==> config.mk <==
export PLATFORM = sky130hd
export DESIGN_NAME = twc_table
export DESIGN_NICKNAME = d
export VERILOG_FILES = /design/src/rtl/time_window_classifier_unit_defines.svh /design/src/rtl/twc_pkg.sv /design/src/rtl/twc_table.sv
export SDC_FILE = /design/constraint.sdc
export NUM_CORES = 1
export LEC_CHECK = 0
export BUFFER_PORTS_ARGS = -buffer_cell sky130_fd_sc_hd__buf_2
export CAP_MARGIN = 20
export CORE_MARGIN = 2
export CORE_UTILIZATION = 55
export DETAILED_ROUTE_END_ITERATION = 8
export PLACE_DENSITY_LB_ADDON = 0.1
export SYNTH_ARGS = -nofsm -noshare
export SYNTH_HDL_FRONTEND = slang
export SYNTH_SLANG_ARGS = --single-unit
==> constraint.sdc <==
create_clock -name clk_i -period 14.5 [get_ports clk_i]
set_input_delay 0 -clock clk_i [delete_from_list [all_inputs] [get_ports clk_i]]
set_output_delay 0 -clock clk_i [all_outputs]
set_load 0.02 [all_outputs]
==> src/rtl/time_window_classifier_unit_defines.svh <==
// Assertion macros for the time window classifier.
`ifndef TIME_WINDOW_CLASSIFIER_UNIT_DEFINES_SVH
`define TIME_WINDOW_CLASSIFIER_UNIT_DEFINES_SVH
`ifndef SYNTH
`define TWC_ASSERT(label, clk, rst_n, prop) \
  label: assert property (@(posedge clk) disable iff (!rst_n) (prop)) \
    else $error("assertion failed");
`define TWC_ASSERT_NR(label, clk, prop) \
  label: assert property (@(posedge clk) (prop)) else $error("assertion failed");
`else
`define TWC_ASSERT(label, clk, rst_n, prop)
`define TWC_ASSERT_NR(label, clk, prop)
`endif
`endif

==> src/rtl/twc_pkg.sv <==
// Shared types and constants for the time window classifier.
`default_nettype none
package twc_pkg;
  localparam int unsigned MaxWindows = 16;
  localparam int unsigned IdxW = $clog2(MaxWindows);
  localparam int unsigned CntW = $clog2(MaxWindows + 1);
  localparam logic [31:0] WinReset = 32'd86400;
  localparam logic [63:0] UsPerSec = 64'd1000000;
  // 1e6 = 2^6 * 15625: shift first, then multiply by ceil(2^72 / 15625),
  // exact for every shifted magnitude below 2^58
  localparam int unsigned SecShift = 6;
  localparam logic [63:0] SecMagic = 64'(((128'd1 << 72) / 128'd15625) + 128'd1);

  typedef enum logic [1:0] {
    KindHit = 2'd0,
    KindNew = 2'd1,
    KindNear = 2'd2
  } kind_e;

  typedef struct packed {
    logic        start;
    logic [63:0] dividend;
    logic [63:0] divisor;
  } div_req_t;
endpackage
`default_nettype wire

==> src/rtl/twc_table.sv <==
// Known-window table: one synchronous memory with a registered read port.
`default_nettype none
module twc_table import twc_pkg::*; (
  input  wire logic            clk_i,
  input  wire logic            we_i,
  input  wire logic [IdxW-1:0] waddr_i,
  input  wire logic [63:0]     wdata_i,
  input  wire logic [IdxW-1:0] raddr_i,
  output logic [63:0]          rdata_o
);
  logic [63:0] mem [MaxWindows];
  always_ff @(posedge clk_i) begin
    if (we_i) begin
      mem[waddr_i] <= wdata_i;
    end
    rdata_o <= mem[raddr_i];
  end
endmodule
`default_nettype wire

==> flow_metrics.tcl <==
set metrics [dict create \
    synthCells 1647 \
    pin_count 138 \
    hpwl_um 40000 \
    cts_buffers 107 \
    internal-power_w 0.00535 \
    die_w_um 272 \
    grt_max_degree 71 \
    place_area_mm2 0.0414 \
    finalNetCount 1988 \
    drt_first_pass_iters 5 \
    grt_pass1_vias 19045 \
    cts.sinks 1088 \
    drc 0 \
    yosysUniqueCellTypes 18 \
    cp-end-kind "register" \
    antenna_cells 0 \
    use_met1_pct 33.7 \
    row_count 98 \
    start_util_pct 55.5 \
    pwr-share-seq_pct 52.9 \
    synth_top_cells_by_count "edfxtp_1, mux4_2, a22oi_1, nand2_1, dfxtp_1" \
    synth_area_leaders "edfxtp_1, mux4_2, dfxtp_1" \
    antenna_left 0 \
    fin_crit_ns 3.21 \
    synth_area_mm2 0.0396 \
    final.setup.tns_ns 0 \
    final_max_slew_viol_count 0 \
    grt_util_all_layers_pct 23.1 \
    ys.warnings.count 0 \
    overflow 0 \
    yosys.area.top_type "edfxtp_1" \
    cts_buffer_depth 3 \
    regArea_mm2 0.0320 \
    cellPowerDensity_mw_per_mm2 146 \
    routabilityCongestion 0.714 \
    portBuffers 137 \
    skew_ns 0.0140 \
    vias 18069 \
    crit_arrival_ns 3.74 \
    whs_ns 0.0309 \
    synth_ff_type "edfxtp_1" \
    final_layout_size_suffix_gt1_share_pct 30.6 \
    area_growth_pct 15.7 \
    yosysSeqAreaShare_pct 80.9 \
    hp-class "primary input to register" \
    critical_path_class "primary input to register" \
    max_slew_margin_pct 27.2 \
    cts_tree "yes" \
    stdcell_area_mm2 0.0458 \
    fin_crit_sh_pct 22.2 \
    rsz0062_at_grt "false" \
    leakagePower_nw 14.8 \
    cp_max_fo 62 \
    post_drt_wl_per_cell_um 28.5 \
    power_switching_w 0.00134 \
    async_flop_share_pct 0 \
    met2_usage_pct 37.8 \
    use_met3_pct 3.69 \
    wl_um 84200 \
    hold_viol 0 \
    pwr-share-clk_pct 42.2 \
    max_cap_violations 0 \
    finalSetupViolations 0 \
    multi_input_area_mm2 0.00723 \
    cts-root-buf "clkbuf_16" \
    path_clk_slew_ns 0.06 \
    syn-num-nets 1721 \
    ir_worst_vdd_uv 114 \
    fillers 4794 \
    antenna_found_initial 3 \
    synth_edf_count 1024 \
    cts-htree-levels 3 \
    drt_iter0_markers 2063 \
    die-area_mm2 0.0741 \
    cp-start-kind "primary input" \
    worst_pin_slew_ns 1.09 \
    core_mm2 0.0714 \
    p_sw_share_pct 20.0 \
    viasPerCell 6.11 \
    status "finished, final reports clean" \
    synth.most_common_cell "edfxtp_1" \
    die_y_um 272 \
    cts_setup_buffers 0 \
    busiest_layer "met2" \
    clkLatencyLatePin_ns 0.65 \
    holdBufCountCts 67 \
    fmax_ghz 0.311 \
    syn_area_per_cell_um2 24.0 \
    cp.required_ns 15.02 \
    yosysTopAreaCellShare_pct 77.7 \
    post_cts_resized 0 \
    pwr-share-comb_pct 4.9 \
    grt_pass1_wl_um 124000 \
    ys_ff_latch 1088 \
]
==> worst paths after layout <==
check / start / end / slack (ns) / depth (start not counted)
setup / recovery: raddr_i[0] / rdata_o[49]$_DFF_P_ / 11.29 / 7
hold / removal: raddr_i[1] / rdata_o[6]$_DFF_P_ / 0.03 / 4
setup reg to reg: mem[2][17]$_DFFE_PP_ / rdata_o[17]$_DFF_P_ / 13.12 / 3
hold reg to reg: mem[14][41]$_DFFE_PP_ / rdata_o[41]$_DFF_P_ / 0.67 / 3
==> logic make-up after synthesis <==
logic type,count (synthesis),synth area share (%)
DFF,1088,80.9
and+or+nand+nor,91,0.942
muxes,256,14.6
AOI/OAI and AO/OA,128,2.43
buffers and inverters,84,1.14
==> cell type report <==
type                            instances  share of cell area (%)
Sequential cell                      1088                    70.0
Clock buffer                          143                    6.48
Multi-Input combinational cell        475                    15.8
Tap cell                              950                    2.60
Clock inverter                         59                    1.47
Timing Repair Buffer                  242                    3.70
==> flip-flops by register name, summed over array words and instances (netlist names) <==
signal / count
mem: 1024
rdata_o: 64
==> cell usage in the layout (no fill, tap or decap) <==
cell type      netlist  final
a22oi_1            128    128
and2_4               0      1
buf_12               0      1
buf_16               0      1
buf_2               13    135
buf_4                6     36
buf_8                0      2
bufinv_16            0     15
clkbuf_1            36     25
clkbuf_16            0    111
clkbuf_8             0      7
clkinv_1             0     14
clkinv_2             0     23
clkinv_4             0      1
clkinvlp_4           0      5
dfxtp_1             64     64
dlygate4sd3_1        0     67
edfxtp_1          1024   1024
inv_6                0      1
mux4_2             256    256
nand2_1             65     65
nand2b_1             2      2
nand3_1              1      1
nand3b_1             2      2
nor2_4               0     13
nor2b_4              0      2
nor3_2               0      4
or3b_2               1      1
==> stage by stage <==
stage	util (%)	setup slack [ns]	cells	power [W]
floorplan	-	9.07	1647	0.00379
global placement	58.1	10.46	2686	0.00392
finish	64.2	11.29	2957	0.00669
detailed placement	58.1	10.42	2687	0.00392
CTS	64.1	11.14	2956	0.00674
global route	64.2	10.82	2957	0.00688
==> power groups by stage <==
stage	logic, W	clock network [W]	registers (W)
after CTS	0.000335	0.00287	0.00354
after detailed placement	0.000319	0	0.00361
after global routing	0.000356	0.00298	0.00354
after floorplan	0.000167	0	0.00363
after global placement	0.000313	0	0.00360
final	0.000330	0.00282	0.00354
==> critical path, stage by stage <==
cell,delay [ns]
buf_8,0.52
buf_4,0.78
buf_4,0.87
buf_4,0.59
mux4_2,0.57
a22oi_1,0.20
nand2_1,0.08
==> per-layer routing <==
layer	part of all wire [%]	wire length, um
met1	42	35200
met2	50	42000
met3	6.6	5600
met4	1.7	1400
met5	0.025	21
(Power assumes the default switching activity.)
