[config.mk]
export PLATFORM = sky130hd
export DESIGN_NAME = twc_div
export DESIGN_NICKNAME = d
export VERILOG_FILES = /design/src/rtl/time_window_classifier_unit_defines.svh /design/src/rtl/twc_pkg.sv /design/src/rtl/twc_div.sv
export SDC_FILE = /design/constraint.sdc
export NUM_CORES = 1
export LEC_CHECK = 0
export BUFFER_PORTS_ARGS = -buffer_cell sky130_fd_sc_hd__buf_2
export CAP_MARGIN = 0
export CORE_MARGIN = 8
export CORE_UTILIZATION = 35
export CTS_CLUSTER_DIAMETER = 60
export DETAILED_ROUTE_END_ITERATION = 10
export HOLD_SLACK_MARGIN = 0.15
export PLACE_DENSITY = 0.54
export SYNTH_ARGS = -nofsm -noshare
export SYNTH_HDL_FRONTEND = slang
export SYNTH_SLANG_ARGS = --single-unit
[constraint.sdc]
create_clock -name clk_i -period 11.95 [get_ports clk_i]
set_clock_uncertainty 0.1 [all_clocks]
set_input_delay 0 -clock clk_i [delete_from_list [all_inputs] [get_ports clk_i]]
set_output_delay 0 -clock clk_i [all_outputs]
set_load 0.02 [all_outputs]
[src/rtl/time_window_classifier_unit_defines.svh]
// Assertion macros for the time window classifier.
`ifndef TIME_WINDOW_CLASSIFIER_UNIT_DEFINES_SVH
`define TIME_WINDOW_CLASSIFIER_UNIT_DEFINES_SVH
`ifndef SYNTH
`define TWC_ASSERT(label, clk, rst_n, prop) \
  label: assert property (@(posedge clk) disable iff (!rst_n) (prop)) \
    else $error("assertion failed");
`define TWC_ASSERT_NR(label, clk, prop) \
  label: assert property (@(posedge clk) (prop)) else $error("assertion failed");
`else
`define TWC_ASSERT(label, clk, rst_n, prop)
`define TWC_ASSERT_NR(label, clk, prop)
`endif
`endif

[src/rtl/twc_pkg.sv]
// Shared types and constants for the time window classifier.
`default_nettype none
package twc_pkg;
  localparam int unsigned MaxWindows = 16;
  localparam int unsigned IdxW = $clog2(MaxWindows);
  localparam int unsigned CntW = $clog2(MaxWindows + 1);
  localparam logic [31:0] WinReset = 32'd86400;
  localparam logic [63:0] UsPerSec = 64'd1000000;
  // 1e6 = 2^6 * 15625: shift first, then multiply by ceil(2^72 / 15625),
  // exact for every shifted magnitude below 2^58
  localparam int unsigned SecShift = 6;
  localparam logic [63:0] SecMagic = 64'(((128'd1 << 72) / 128'd15625) + 128'd1);

  typedef enum logic [1:0] {
    KindHit = 2'd0,
    KindNew = 2'd1,
    KindNear = 2'd2
  } kind_e;

  typedef struct packed {
    logic        start;
    logic [63:0] dividend;
    logic [63:0] divisor;
  } div_req_t;
endpackage
`default_nettype wire

[src/rtl/twc_div.sv]
// Iterative signed 64-bit remainder unit, one bit per cycle, remainder takes the dividend sign.
`default_nettype none
module twc_div import twc_pkg::*; (
  input  wire logic        clk_i,
  input  wire logic        rst_ni,
  input  wire div_req_t    req_i,
  output logic             done_o,
  output logic [63:0]      rem_o
);
  logic [63:0] q_q, q_d, r_q, r_d, d_q, d_d;
  logic [6:0]  cnt_q, cnt_d;
  logic        busy_q, busy_d, nr_q, nr_d, done_q, done_d;
  logic [64:0] trial;

  assign trial = {r_q, q_q[63]} - {1'b0, d_q};

  always_comb begin
    q_d = q_q; r_d = r_q; d_d = d_q; cnt_d = cnt_q;
    busy_d = busy_q; nr_d = nr_q; done_d = 1'b0;
    if (req_i.start) begin
      q_d = req_i.dividend[63] ? -req_i.dividend : req_i.dividend;
      d_d = req_i.divisor;
      r_d = '0;
      cnt_d = 7'd0;
      busy_d = 1'b1;
      nr_d = req_i.dividend[63];
    end else if (busy_q) begin
      if (!trial[64]) begin
        r_d = trial[63:0];
        q_d = {q_q[62:0], 1'b1};
      end else begin
        r_d = {r_q[62:0], q_q[63]};
        q_d = {q_q[62:0], 1'b0};
      end
      cnt_d = cnt_q + 7'd1;
      if (cnt_q == 7'd63) begin
        busy_d = 1'b0;
        done_d = 1'b1;
      end
    end
  end

  always_ff @(posedge clk_i or negedge rst_ni) begin
    if (!rst_ni) begin
      busy_q <= 1'b0;
      done_q <= 1'b0;
      cnt_q  <= '0;
    end else begin
      busy_q <= busy_d;
      done_q <= done_d;
      cnt_q  <= cnt_d;
    end
  end

  always_ff @(posedge clk_i) begin
    q_q <= q_d; r_q <= r_d; d_q <= d_d; nr_q <= nr_d;
  end

  assign done_o = done_q;
  assign rem_o  = nr_q ? -r_q : r_q;
endmodule
`default_nettype wire

==> results.py <==
metrics = {
    "critical_path": {
        "crit_path_end_kind": "flop",
        "worstPathRequired_ns": 12.18,
        "critPathLaunch": "q_q[63]",
        "worstSetupPathType": "reg -> reg",
        "worstPathArrival_ns": 5.61,
        "crit_path_max_incr_delay_ns": 0.83,
        "rr_worst_depth": 14,
        "endpoint": "q_q[0]",
        "r2r-start": "q_q[63]",
        "crit_chain": "inv_1 > ha_1 > fa_1 > nor2b_1 > o2111ai_1 > and2_1 > a2111o_1 > a211o_1 > o211ai_1 > a31oi_1 > xor2_4 > buf_4 > o21ai_0 > dlygate4sd3_1",
        "ff2ff_setup_slack_ns": 6.57,
        "rr_endpoint": "q_q[0]",
        "start_kind": "flop",
        "crit_path_top_delay_cell": "xor2_4",
        "cp_max_fo": 30,
    },
    "drt": {
        "wl_mm": 45.86,
        "wl_met3_mm": 2.369,
        "drtIter0Drc": 991,
        "top_layer": "met5",
        "dr_wl_met2_mm": 21.56,
        "ant_nets": 0,
        "drt_pass1_iterations": 6,
        "wl_met1_mm": 21.01,
        "drc": 0,
        "viasPerCell": 5.270,
        "wire_per_inst_um": 16.95,
        "vias": 14260,
    },
    "final_layout": {
        "fin_area_um2": 19820,
        "drive_above_1_share_pct": 13.40,
        "layout.cells.non_filler": 2706,
        "syn2layout_area_growth_pct": 37.25,
        "fin_nets": 2346,
    },
    "timing": {
        "rsz0062_at_grt": "no",
        "setup_violations": 0,
        "tightest_slew_ns": 1.139,
        "finalSetupTns_ns": 0,
        "period_share_pct": 44.99,
        "holdWs_ns": 0.3384,
        "hold_violations": 0,
        "maxSlewViolCount": 0,
        "fin_crit_ns": 5.376,
        "slew_headroom_pct": 23.34,
        "fmax_mhz": 186.0,
    },
    "clock_network": {
        "cts_sinks": 202,
        "tritoncts": "done",
        "post_cts_resized": 0,
        "clkLatencyLatePin_ns": 0.59,
        "cts_root_buffer": "clkbuf_16",
        "clock_path_buffers": 3,
        "ctsHoldBuffers": 294,
        "post_cts_buffers": 0,
        "cts.clk_slew.worst_paths_ns": 0.06,
        "cts_made_buffers": 30,
        "htree_levels": 1,
    },
    "placement": {
        "dpl.hpwl_mm": 32.09,
        "dpl.cell_count": 2353,
        "port_buffers": 195,
        "gp_congestion": 0.9201,
        "dpl_cell_area_um2": 15840,
    },
    "global_routing": {
        "antenna_found_initial": 1,
        "grt_use_total_pct": 18.45,
        "grt_overflow": 0,
        "grt_pass1_wl_mm": 73.60,
        "grt_max_degree": 139,
        "grt_pass1_vias": 14280,
    },
    "synthesis": {
        "netlist-cell-type-count": 73,
        "syn_area_um2": 14440,
        "async_flop_share_pct": 4.455,
        "netlist.area_leader.share_pct": 26.82,
        "syn_area_per_cell_um2": 8.431,
        "synth-edff-count": 129,
        "synthMostInstantiatedCell": "nand2_1",
        "yosys_warnings": 0,
        "synth_common_cells": "nand2_1 (220), nor2_1 (173), a21oi_1 (153), edfxtp_1 (129), o21ai_0 (102)",
        "synth_seq_cells": 202,
        "yosys.area.top_type": "edfxtp_1",
        "synthCells": 1713,
        "yosysSeqAreaShare_pct": 37.25,
        "syn_nets": 1912,
        "synth_area_leaders": "edfxtp_1 (27%), dfxtp_1 (8.9%), xnor2_1 (6.0%)",
        "ys.flop_type": "edfxtp_1",
    },
    "floorplanning": {
        "rows": 74,
        "initial_utilization_pct": 35.45,
        "die_area_um2": 48020,
        "core_um2": 40740,
        "die_x_um": 219.1,
        "die-height_um": 219.1,
        "boundaryPins": 196,
    },
    "power": {
        "total_power_mw": 4.701,
        "power_density_nw_per_um2": 237.2,
        "vdd_drop_max_uv": 129.4,
        "p_leak_nw": 8.064,
    },
    "min_path": {
        "hold_depth": 4,
        "hold_class": "in -> reg",
    },
    "flow_run": {
        "maxCapViolCount": 0,
    },
    "status": {
        "status": "finished clean",
    },
}
[where the power goes]
group          switching (mW)  internal, mW  total, mW  leakage (nW)
clock                   0.354         0.552      0.906         0.476
combinational            1.64          1.04       2.68          5.66
sequential              0.217         0.900       1.12          1.93
total                    2.21          2.49       4.70          8.06
[worst min path at each step]
stage | start | endpoint | slack [ns]
after floorplan | rst_ni | busy_q | -0.40
after global placement | rst_ni | cnt_q[0] | -0.24
after detailed placement | rst_ni | cnt_q[0] | -0.24
after CTS | req_i[119] | q_q[55] | 0.29
after global routing | req_i[119] | q_q[55] | 0.38
final | req_i[119] | q_q[55] | 0.34
[final cells by class]
cell class              count  area [um^2]
diodes                      3        7.507
fillers                  3857        20920
multi-input cells        1323         8379
clock buffers              34        765.7
clock inverters            22        264.0
inverters                  91        341.6
well taps                 532        665.6
repair buffers            499         4015
flip-flops and latches    202         5384
[sequential cells by signal (all words and copies together), names as in the netlist]
name    flops
cnt_q       7
nr_q        1
d_q        64
busy_q      1
done_o      1
r_q        64
q_q        64
[kinds of logic after synthesis]
group,Yosys count,synth area share [%]
AOI/OAI and AO/OA,470,21.00
xor gates and xnor gates,184,11.16
adders and majority gates,68,5.943
buffers and inverters,188,4.912
DFF,202,37.25
muxes,8,0.5718
and+or+nand+nor,593,19.16
[cell usage in the layout, fill, tap and decap left out, types with 17 or more instances in the layout]
cell           instances
xor2_1                84
edfxtp_1             129
ha_1                  67
a21o_1                23
nor2_1               173
inv_1                 90
xnor2_1               98
nor3_1                24
clkbuf_16             30
o31ai_1               37
dfxtp_1               64
a311oi_1              48
o21ai_0              102
dlygate4sd3_1        294
a21oi_1              153
nand3_1               29
nand4_1               31
or3_1                 26
o41ai_1               17
nand2_1              220
buf_2                194
[through the flow]
step           worst slack, ns  utilization, %
2_1_floorplan            8.067               -
3_3_place_gp             7.161           38.89
3_5_place_dp             7.026           38.89
4_1_cts                  6.511           48.64
5_1_grt                  6.204           48.64
6_report                 6.574           48.66
[worst max-delay path, delay by kind of cell, from the launching register on]
kind	cells	cell delay [ns]
XOR/XNOR	1	0.83
flip-flops	1	0.33
AO/OA/AOI/OAI	6	1.71
AND/OR/NAND/NOR	2	0.40
buffers and inverters	3	1.13
adder cells (fa/ha/maj)	2	0.63
[routing by layer]
metal,vias to the layer above,global-route usage [%]
met4,2,4.359
li1,7076,-
met3,63,3.153
met2,333,31.43
met1,6786,24.12
met5,-,0
Note: power is estimated with default switching activity, not from simulation.
